**src/rtl/smf_pkg.sv**
```systemverilog
`default_nettype none

package smf_pkg;

  // Sample and result width, fixed by the stream format.
  localparam int unsigned SMF_DATA_W = 32;

  // Warm-up skip register.
  localparam int unsigned SMF_SKIP_W = 6;
  localparam logic [SMF_SKIP_W-1:0] SMF_SKIP_RESET = 6'd6;

  // Default half-width of the median window.
  localparam int unsigned SMF_RADIUS_DEF = 5;

endpackage

`default_nettype wire

```
**src/rtl/smf_window.sv**
```systemverilog
`default_nettype none

module smf_window #(
  parameter int unsigned RADIUS = smf_pkg::SMF_RADIUS_DEF
) (
  input  wire logic                                          clk_i,
  input  wire logic                                          shift_i,
  input  wire logic [smf_pkg::SMF_DATA_W-1:0]                sample_i,
  output logic      [2*RADIUS:0][smf_pkg::SMF_DATA_W-1:0]    win_o
);
  import smf_pkg::*;

  localparam int unsigned WinLen = 2 * RADIUS + 1;

  logic [WinLen-1:0][SMF_DATA_W-1:0] win_q;

  // Shift line with the oldest entry at index 0; no reset, entries are only
  // read once the fill count says they have been written.
  always_ff @(posedge clk_i) begin
    if (shift_i) begin
      for (int i = 0; i < int'(WinLen) - 1; i++) begin
        win_q[i] <= win_q[i+1];
      end
      win_q[WinLen-1] <= sample_i;
    end
  end

  assign win_o = win_q;

endmodule

`default_nettype wire

```
**src/rtl/smf_rank.sv**
```systemverilog
`default_nettype none

module smf_rank #(
  parameter int unsigned RADIUS = smf_pkg::SMF_RADIUS_DEF
) (
  input  wire logic [2*RADIUS:0][smf_pkg::SMF_DATA_W-1:0]    win_i,
  input  wire logic [$clog2(2*RADIUS+1)-1:0]                 idx_i,
  output logic                                               hit_o,
  output logic      [smf_pkg::SMF_DATA_W-1:0]                value_o
);
  import smf_pkg::*;

  localparam int unsigned WinLen = 2 * RADIUS + 1;
  localparam int unsigned CntW   = $clog2(WinLen + 1);

  logic [SMF_DATA_W-1:0] cand;
  logic [WinLen-1:0]     lt_vec;
  logic [WinLen-1:0]     le_vec;
  logic [CntW-1:0]       lt_cnt;
  logic [CntW-1:0]       le_cnt;

  assign cand = win_i[idx_i];

  // Compare the candidate against every window entry at once.
  always_comb begin
    for (int j = 0; j < int'(WinLen); j++) begin
      lt_vec[j] = win_i[j] < cand;
      le_vec[j] = win_i[j] <= cand;
    end
  end

  assign lt_cnt = CntW'($countones(lt_vec));
  assign le_cnt = CntW'($countones(le_vec));

  // The candidate is the median when its run of equal values covers rank RADIUS.
  assign hit_o   = (lt_cnt <= CntW'(RADIUS)) && (le_cnt > CntW'(RADIUS));
  assign value_o = cand;

endmodule

`default_nettype wire

```
**src/rtl/sliding_median_filter.sv**
```systemverilog
`default_nettype none
// Running median spike filter for a stream of 32-bit unsigned samples.
//
// Samples arrive on the s_axis item channel; tuser carries the restart flag,
// which clears the window fill and the warm-up count before that sample is
// handled. The first skip_count samples after reset or a restart are dropped.
// From the sample that fills the window to 2*RADIUS+1 entries on, each
// sample yields one item on m_axis: the median of the window, belonging to
// the sample RADIUS positions back. The skip count is written on the cfg
// channel, which is always ready; write it only while the block is idle.
//
// Each accepted sample past the warm-up is shifted into the window. When a
// median is due, a shared rank unit then tests one window entry per cycle
// against all others until one holds rank RADIUS; that median is loaded
// into the output register once the register is free. s_axis_tready is
// low during the ranking, so no new sample is taken until the median has
// been loaded. The result sits in an output register: a new sample is taken
// while it waits, but a further median is held back until m_axis drains.
// Reset clears the window fill count and the warm-up count and sets
// skip_count to 6.
module sliding_median_filter #(
  parameter int unsigned RADIUS = smf_pkg::SMF_RADIUS_DEF
) (
  input  wire logic                              clk_i,
  input  wire logic                              rst_ni,
  // Configuration: skip_count.
  input  wire logic                              cfg_valid_i,
  output logic                                   cfg_ready_o,
  input  wire logic [smf_pkg::SMF_SKIP_W-1:0]    cfg_data_i,
  // Sample stream.
  input  wire logic                              s_axis_tvalid,
  output logic                                   s_axis_tready,
  input  wire logic [smf_pkg::SMF_DATA_W-1:0]    s_axis_tdata,  // [31:0] sample
  input  wire logic [0:0]                        s_axis_tuser,  // [0] restart
  // Median stream.
  output logic                                   m_axis_tvalid,
  input  wire logic                              m_axis_tready,
  output logic      [smf_pkg::SMF_DATA_W-1:0]    m_axis_tdata   // [31:0] median_value
);
  import smf_pkg::*;

  localparam int unsigned WinLen = 2 * RADIUS + 1;
  localparam int unsigned IdxW   = $clog2(WinLen);
  localparam int unsigned CntW   = $clog2(WinLen + 1);

  typedef enum logic [0:0] {
    StIdle,
    StRank
  } state_e;

  state_e                        state_q, state_d;
  logic [IdxW-1:0]               idx_q, idx_d;
  logic [CntW-1:0]               fill_q, fill_d;
  logic [SMF_SKIP_W-1:0]         skipped_q, skipped_d;
  logic [SMF_SKIP_W-1:0]         skip_cfg_q, skip_cfg_d;
  logic                          m_valid_q, m_valid_d;
  logic [SMF_DATA_W-1:0]         m_data_q, m_data_d;

  logic                          s_acc;
  logic [CntW-1:0]               eff_fill;
  logic [SMF_SKIP_W-1:0]         eff_skipped;
  logic                          warm;
  logic                          shift_en;
  logic [CntW-1:0]               fill_inc;
  logic                          load;

  logic [WinLen-1:0][SMF_DATA_W-1:0] win;
  logic                          rank_hit;
  logic [SMF_DATA_W-1:0]         rank_value;

  smf_window #(
    .RADIUS (RADIUS)
  ) u_window (
    .clk_i    (clk_i),
    .shift_i  (shift_en),
    .sample_i (s_axis_tdata),
    .win_o    (win)
  );

  smf_rank #(
    .RADIUS (RADIUS)
  ) u_rank (
    .win_i   (win),
    .idx_i   (idx_q),
    .hit_o   (rank_hit),
    .value_o (rank_value)
  );

  assign cfg_ready_o   = 1'b1;
  assign s_axis_tready = (state_q == StIdle);
  assign s_acc         = s_axis_tvalid && s_axis_tready;

  // A restart clears fill and warm-up count before the sample is looked at.
  assign eff_fill    = s_axis_tuser[0] ? '0 : fill_q;
  assign eff_skipped = s_axis_tuser[0] ? '0 : skipped_q;
  assign warm        = eff_skipped < skip_cfg_q;
  assign shift_en    = s_acc && !warm;
  assign fill_inc    = (eff_fill == CntW'(WinLen)) ? eff_fill : eff_fill + 1'b1;

  // The median moves to the output register only once that register is free.
  assign load = (state_q == StRank) && rank_hit && (!m_valid_q || m_axis_tready);

  always_comb begin
    state_d    = state_q;
    idx_d      = idx_q;
    fill_d     = fill_q;
    skipped_d  = skipped_q;
    skip_cfg_d = skip_cfg_q;
    m_valid_d  = m_valid_q;
    m_data_d   = m_data_q;

    if (cfg_valid_i) begin
      skip_cfg_d = cfg_data_i;
    end

    if (m_axis_tready) begin
      m_valid_d = 1'b0;
    end

    case (state_q)
      StIdle: begin
        if (s_acc) begin
          if (warm) begin
            fill_d    = eff_fill;
            skipped_d = eff_skipped + 1'b1;
          end else begin
            fill_d    = fill_inc;
            skipped_d = eff_skipped;
            if (fill_inc == CntW'(WinLen)) begin
              state_d = StRank;
              idx_d   = '0;
            end
          end
        end
      end
      StRank: begin
        if (load) begin
          m_valid_d = 1'b1;
          m_data_d  = rank_value;
          state_d   = StIdle;
        end else if (!rank_hit) begin
          idx_d = (idx_q == IdxW'(WinLen - 1)) ? '0 : idx_q + 1'b1;
        end
      end
      default: begin
        state_d = StIdle;
      end
    endcase
  end

  always_ff @(posedge clk_i or negedge rst_ni) begin
    if (!rst_ni) begin
      state_q    <= StIdle;
      idx_q      <= '0;
      fill_q     <= '0;
      skipped_q  <= '0;
      skip_cfg_q <= SMF_SKIP_RESET;
      m_valid_q  <= 1'b0;
      m_data_q   <= '0;
    end else begin
      state_q    <= state_d;
      idx_q      <= idx_d;
      fill_q     <= fill_d;
      skipped_q  <= skipped_d;
      skip_cfg_q <= skip_cfg_d;
      m_valid_q  <= m_valid_d;
      m_data_q   <= m_data_d;
    end
  end

  assign m_axis_tvalid = m_valid_q;
  assign m_axis_tdata  = m_data_q;

endmodule

`default_nettype wire

```
**config.mk**
```make
export PLATFORM = sky130hd
export DESIGN_NAME = sliding_median_filter
export DESIGN_NICKNAME = d
export VERILOG_FILES = /design/src/rtl/smf_pkg.sv /design/src/rtl/smf_window.sv /design/src/rtl/smf_rank.sv /design/src/rtl/sliding_median_filter.sv
export SDC_FILE = /design/constraint.sdc
export NUM_CORES = 1
export LEC_CHECK = 0
export BUFFER_PORTS_ARGS = -buffer_cell sky130_fd_sc_hd__buf_2
export CAP_MARGIN = 0
export CELL_PAD_IN_SITES_DETAIL_PLACEMENT = 0
export CELL_PAD_IN_SITES_GLOBAL_PLACEMENT = 1
export CORE_MARGIN = 4
export CORE_UTILIZATION = 50
export CTS_CLUSTER_SIZE = 30
export DETAILED_ROUTE_END_ITERATION = 8
export PLACE_DENSITY = 0.83
export SYNTH_ARGS = -nofsm -noshare
export SYNTH_HDL_FRONTEND = slang
export SYNTH_SLANG_ARGS = --single-unit
```
**constraint.sdc**
```tcl
create_clock -name clk_i -period 16.25 [get_ports clk_i]
set_input_delay 3.25 -clock clk_i [delete_from_list [all_inputs] [get_ports clk_i]]
set_output_delay 3.25 -clock clk_i [all_outputs]
set_load 0.02 [all_outputs]
```
### After elaboration in Yosys (flattened, before gate mapping)

Index checks and enable logic that the tools add are counted.

* bits in writable memories: 0
* flip-flop bits (word level): 406
* memory bits (read-only): 0
* output and inout port bits: 35
* memories: 0
* latch bits: 0
* input bits: 44
* word-level logic and storage cells: 109

* bitwise logic cells: 1
* equal/unequal tests: 8
* magnitude comparators: 26
* reduce and logical (&&, ||, !) cells: 11
* multiply operators: 0
* add/subtract/negate cells: 23
* divide/modulo/power cells: 0
* multiplexer cells: 22
* shift-type cells: 0

Operators by type and width (number)
* 32-bit <= comparator: 11
* 32-bit < comparator: 11
* 32-bit binary-select mux with 4-bit select: 1
* 4-bit 2-to-1 mux: 9
* 4-bit adder: 8
* 32-bit 2-to-1 mux: 1
* 1-bit by 1-bit adder with 2-bit output: 10
* 4-bit equality test (second input constant): 3
* 6-bit 2-to-1 mux: 2
* 4-bit by 1-bit adder with 4-bit output: 2
* 4-bit by 1-bit adder with 4-bit output (second input constant): 2
* 4-bit case mux with 2 select lines: 1
* 1-bit 2-to-1 mux: 7
* 6-bit by 1-bit adder with 6-bit output (second input constant): 1
* 6-bit < comparator: 1
* 2-bit inequality test (second input constant): 3
* 1-bit logical AND: 5
* 4-bit by 5-bit < comparator with 1-bit output (second input constant): 1
* 5-bit AND reduction: 1
* 4-bit by 3-bit greater-than comparator with 1-bit output (second input constant): 1
* 4-bit by 3-bit <= comparator with 1-bit output (second input constant): 1
* 2-bit by 1-bit inequality test with 1-bit output (second input constant): 2
* 2-bit AND reduction: 2
* 1-bit zero test: 2
* 3 further kinds: 3

### Logic depth before layout (Yosys ltp)

* depth after elaboration: 13
* mapped depth: 30
* depth with buffers taken out: 26

### By module

Synthesis repeated with hierarchy kept, for this count alone.

* cell total of the unflattened synthesis: 1869
* area total of the unflattened synthesis: 24237.0 sq um

Modules (own cells, without submodules)
* smf_rank: area each 11128.2 sq um, times used 1, cells each 1299, sequential area each 0.0 sq um
* smf_window: area each 10570.1 sq um, times used 1, cells each 352, sequential area each 10570.1 sq um
* sliding_median_filter: area each 2538.7 sq um, times used 1, cells each 218, sequential area each 1353.8 sq um

### Worst setup path after synthesis

No wires, ideal clock.

* path type: input -> register
* start: in s_axis_tuser
* end: reg u_window.win_q, in the netlist u_window.win_o[0] (enable)
* arrival: 11.108 ns
* path slack: 4.439 ns
* stages: 7
* path buffers: 1
* library setup time: 0.703 ns
* data required time: 15.547 ns
* cells stage by stage: buf_2 > nor2b_1 > ha_1 > and4_1 > o221ai_2 > a21o_4 > inv_1

* cells in the longest elaborated chain, start to end: 4

Ends and longest elaborated chain
* start: declaration: line sliding_median_filter.sv:34 `input wire logic [0:0] s_axis_tuser,`
* 6-bit 2-to-1 mux: line sliding_median_filter.sv:95 `assign eff_skipped = s_axis_tuser[0] ? '0 : skipped_q;`
* 6-bit < comparator: line sliding_median_filter.sv:96 `assign warm = eff_skipped < skip_cfg_q;`
* 1-bit zero test: line sliding_median_filter.sv:97 `assign shift_en = s_acc && !warm;`
* 1-bit logical AND: line sliding_median_filter.sv:97
* via shift_en: line sliding_median_filter.sv:63 `logic shift_en;`
* end signal: indexed assignment: line smf_window.sv:22 `win_q[i] <= win_q[i+1];`
* end signal: indexed assignment: line smf_window.sv:24 `win_q[WinLen-1] <= sample_i;`
* end: declaration: line smf_window.sv:15 `logic [WinLen-1:0][SMF_DATA_W-1:0] win_q;`

The timed path passes the listed nets, and every way through them passes these cells.
A chain may end at the register's enable or synchronous reset.

### Worst setup path in the final report

* start: reg idx_q[0]
* end: reg m_data_q[20], in the netlist m_axis_tdata[20]

* cells in the longest elaborated chain, start to end: 12
* elaborated cells between the ends (all ways): 50
* classes of those cells: 20 x add/sub; 24 x order compare; 2 x mux; 4 x reduce/logical

Ends and longest elaborated chain
* start: declaration: line sliding_median_filter.sv:52 `logic [IdxW-1:0] idx_q, idx_d;`
* start signal: assignment: line sliding_median_filter.sv:162 `idx_q <= idx_d;`
* 32-bit binary-select mux with 4-bit select (*): line smf_rank.sv:22 `assign cand = win_i[idx_i];`
* 32-bit 2-to-1 mux (implied by the code) (*): line smf_rank.sv:22
* 32-bit < comparator / 32-bit <= comparator (equally long branches): line smf_rank.sv:27, smf_rank.sv:28
* 1-bit by 1-bit adder with 2-bit output (on tied branches): line smf_rank.sv:32, smf_rank.sv:33
* 4-bit adder (on tied branches) (3 in series): line smf_rank.sv:32, smf_rank.sv:33
* 4-bit by 3-bit <= comparator with 1-bit output / 4-bit by 3-bit greater-than comparator with 1-bit output (equally long branches): line smf_rank.sv:36 `assign hit_o = (lt_cnt <= CntW'(RADIUS)) && (le_cnt > CntW'(RADIUS));`
* 1-bit logical AND: line smf_rank.sv:36
* 1-bit logical AND (2 in series): line sliding_median_filter.sv:101 `assign load = (state_q == StRank) && rank_hit && (!m_valid_q || m_axis_tready);`
* 2-bit AND reduction (no source line)
* end signal: assignment: line sliding_median_filter.sv:167 `m_data_q <= m_data_d;`
* end: declaration: line sliding_median_filter.sv:57 `logic [SMF_DATA_W-1:0] m_data_q, m_data_d;`

Mark *: on every way between the ends. The rest lies on a longest branch, timed or not. The select of a mux whose other input is x is not followed.

==> results.md <==
* Die Footprint at 51500 sq um
* Tot GR Track Use at 25.9%
* Fraction of final layout cells with drive strength greater than 1 at 12.3%
* Outcome: finished clean
* Clock Sink Count at 406
* RSZ-0062 raised after global routing: no
* DP HPWL at 47.6 mm
* Worst slew margin at 6.28%
* Most repeated cell in the gate-level netlist after synthesis: ha_1
* Number of buffers added by the clock tree synthesis step at 47
* Core box area at 47000 sq um
* Design Power at 0.00252 W
* Number of buffers added on ports at 77
* Critical Path AT at 10.33 ns
* Cell type with the largest total area after synthesis: edfxtp_1
* Post-route minimum period at 9.93 ns
* Setup bufs post-CTS at 0
* Proportion of netlist area held by the largest area contributor at 44.1%
* FF-to-FF Start: idx_q[0]$_DFFE_PN0P_
* Average wire per cell in the routed design at 25.7 um
* Effective utilization at floorplan at 51.0%
* Placer's final routability congestion estimate at 0.927
* DIE HEIGHT at 227 um
* Worst setup path start: idx_q[0]$_DFFE_PN0P_
* Fraction of the yosys area taken by sequential cells at 49.8%
* Type of origin of the critical path: flop
* Slew at the pin closest to its max-slew limit at 1.41 ns
* Final Max Tran Viols at 0
* # H-tree levels at 2
* Clock root buffer: clkbuf_16
* Post-synth top cells: ha_1, edfxtp_1, a21oi_1
* Number of nets at the end of the flow at 2368
* Required time of the critical path at 16.65 ns
* Die span in x at 227 um
* Critical-path maximum fanout at 45
* First DRT Iteration DRCs at 1692
* Router iterations before antenna repair at 5
* Most used DFF post-synth: edfxtp_1
* Async SR Flop Fraction at 13.3%
* Post-cts hold buffer count at 0
* Number of cells on the worst reg-to-reg path at 27
* GRT Residual Overflow at 0
* R2R Path End: m_axis_tdata[20]$_DFFE_PN0P_
* Cell variety after synth at 70
* Synthesized area per cell at 13.1 sq um
* Peak supply drop at 0.0814 mV
* Total I/O pin count at 79
* First-pass GRT wire length at 102 mm
* Post-route fraction of the period consumed by the critical path at 61.1%
* Maximum number of pins on one net before global-route repair at 142
* Area of the mapped netlist at 24000 sq um
* Maximum buffer depth of the clock tree at 3
* Setup slack, reg-to-reg at 6.32 ns
* Count of max-cap constraint violations at 0
* Routed via count at 16494
* DRC errors left at 0
* DRT Wirelength at 66.3 mm
* Static Leakage at 10.3 nW
* Clk Latency, worst-skew pair at 0.59 ns
* Dominant cells by area after synthesis: edfxtp_1, ha_1, dfrtp_1, a21oi_1, mux4_2
* TritonCTS clock tree: done
* Worst setup path category: reg -> reg
* Clock-pin slew reported for the worst setup and hold paths after clock tree synthesis at 0.06 ns
* Area overhead of the layout relative to synthesis at 11.1%
* Post-CTS sizing at 0
* Hold/Removal Path Class: reg -> reg
* Number of synthesized register bits at 406
* Post-detailed-route count of antenna-violating nets at 0
* Layout Skew at 0.0228 ns
* Total power divided by cell area at 94.6 nW/um^2
* Via count of the first global-routing pass at 16332
* Post-DR vias/cell at 6.39
* Number of endpoints failing setup at the final stage at 0
* Row count at 79
* Yosys warnings at 0
* Number of endpoints with negative hold slack in the final report at 0
* CP Capture Type: flop
* Post-synthesis instance total at 1833
* Max Clock Freq at 0.101 GHz
* Count of flip-flops with a built-in enable after synthesis at 352
* Accumulated negative setup slack at 0 ns
* Number of antenna violations at the first check in global routing at 3
* Critical Path End: m_axis_tdata[20]$_DFFE_PN0P_
* Syn_nets at 2266
## power breakdown
group | internal (W) | switching [W]
clock | 0.000671 | 0.000444
combinational | 0.0000848 | 0.000127
sequential | 0.00117 | 0.0000249
## kinds of logic (layout without fill, tap and decap cells)
| kind of cell | after synthesis | count (layout) | synth area share [%] |
|---|---|---|---|
| AO/OA/AOI/OAI | 455 | 455 | 11.6 |
| XOR/XNOR | 7 | 7 | 0.256 |
| adder cells (fa/ha/maj) | 389 | 389 | 20.7 |
| buffers and inverters | 92 | 232 | 2.00 |
| flip-flops | 406 | 406 | 49.8 |
| multiplexers | 101 | 101 | 7.89 |
| other | 1 | 2 | 0.0156 |
| AND/OR/NAND/NOR | 382 | 382 | 7.77 |
## stage by stage
step	util, %	hold WS (ns)	instances	worst slack (ns)	cell area (sq um)
detailed placement	53.3	0.466	2492	6.29	25000
CTS	56.7	0.479	2579	6.30	26600
global placement	53.3	0.452	2492	6.39	25000
global route	56.7	0.490	2581	5.83	26600
floorplan	-	0.444	1833	4.44	24000
finish	56.7	0.479	2581	6.32	26600
## registers in the layout (all words and copies together), names as in the netlist
register and flops:
fill_q 4, idx_q 4, m_axis_tdata 32, m_axis_tvalid 1, skip_cfg_q 6, skipped_q 6, state_q 1, u_window.win_o 352
## worst min-delay path by stage
stage	end	slack, ns	depth (start not counted)	from
floorplan	u_window.win_o[160]$_DFFE_PP_	0.44	0	u_window.win_o[192]$_DFFE_PP_
finish	u_window.win_o[9]$_DFFE_PP_	0.48	0	u_window.win_o[41]$_DFFE_PP_
global route	u_window.win_o[70]$_DFFE_PP_	0.49	0	u_window.win_o[102]$_DFFE_PP_
detailed placement	u_window.win_o[42]$_DFFE_PP_	0.47	0	u_window.win_o[74]$_DFFE_PP_
CTS	u_window.win_o[42]$_DFFE_PP_	0.48	0	u_window.win_o[74]$_DFFE_PP_
global placement	u_window.win_o[50]$_DFFE_PP_	0.45	0	u_window.win_o[82]$_DFFE_PP_
## critical path, stage by stage (launching register included)
cell and delay, ns:
dfrtp_4 0.63, buf_4 0.77, nor2b_4 0.05, buf_4 0.32, a21oi_1 0.34, a211oi_1 0.12
a21oi_1 1.09, ha_1 0.43, a41o_1 0.24, a21oi_1 0.24, nor3_1 0.09, o41ai_1 0.52
o211a_1 0.29, a31o_2 0.12, ha_1 0.24, fa_1 0.50, inv_1 0.06, fa_1 0.40
inv_1 0.08, fa_1 0.42, ha_1 0.23, fa_1 0.48, nand2_1 0.06, a221oi_2 0.43
nand2_1 0.18, a21oi_4 0.61, buf_4 0.54, a21oi_1 0.15
## per-layer routing
| layer | track usage [%] | part of all wire (%) | wire length [um] | vias to the layer above |
|---|---|---|---|---|
| met3 | 4.72 | 7.9 | 5240 | 119 |
| met2 | 39.4 | 45 | 29600 | 655 |
| li1 | - | - | - | 7488 |
| met5 | 0 | 0.020 | 13 | - |
| met1 | 38.5 | 45 | 29700 | 8230 |
| met4 | 7.59 | 2.7 | 1820 | 2 |
## layout make-up
type                            instances  area, sq um
Clock inverter                         25          303
Sequential cell                       406        11900
Multi-Input combinational cell       1335        11600
Inverter                               41          161
Antenna cell                            1         2.50
Clock buffer                           62         1290
Fill cell                            3766        20300
Timing Repair Buffer                  104          588
Tap cell                              607          759
## layout by cell type (no fill, tap or decap), types with 11 or more instances in the layout
cell       instances
buf_2             77
o21ai_0           69
a211oi_1          45
clkbuf_16         49
mux4_1            20
dfrtp_1           49
ha_1             377
edfxtp_1         352
nor3_1            11
nor2b_1           26
clkbuf_1          11
inv_1             39
a21oi_1          212
mux4_2            44
nand3_1           33
nand4_1           65
nand2_1           71
buf_4             27
mux2i_1           34
a21o_1            62
nor2_1           137
fa_1              12
and4_1            12
Power figures use the tool's default switching activity.
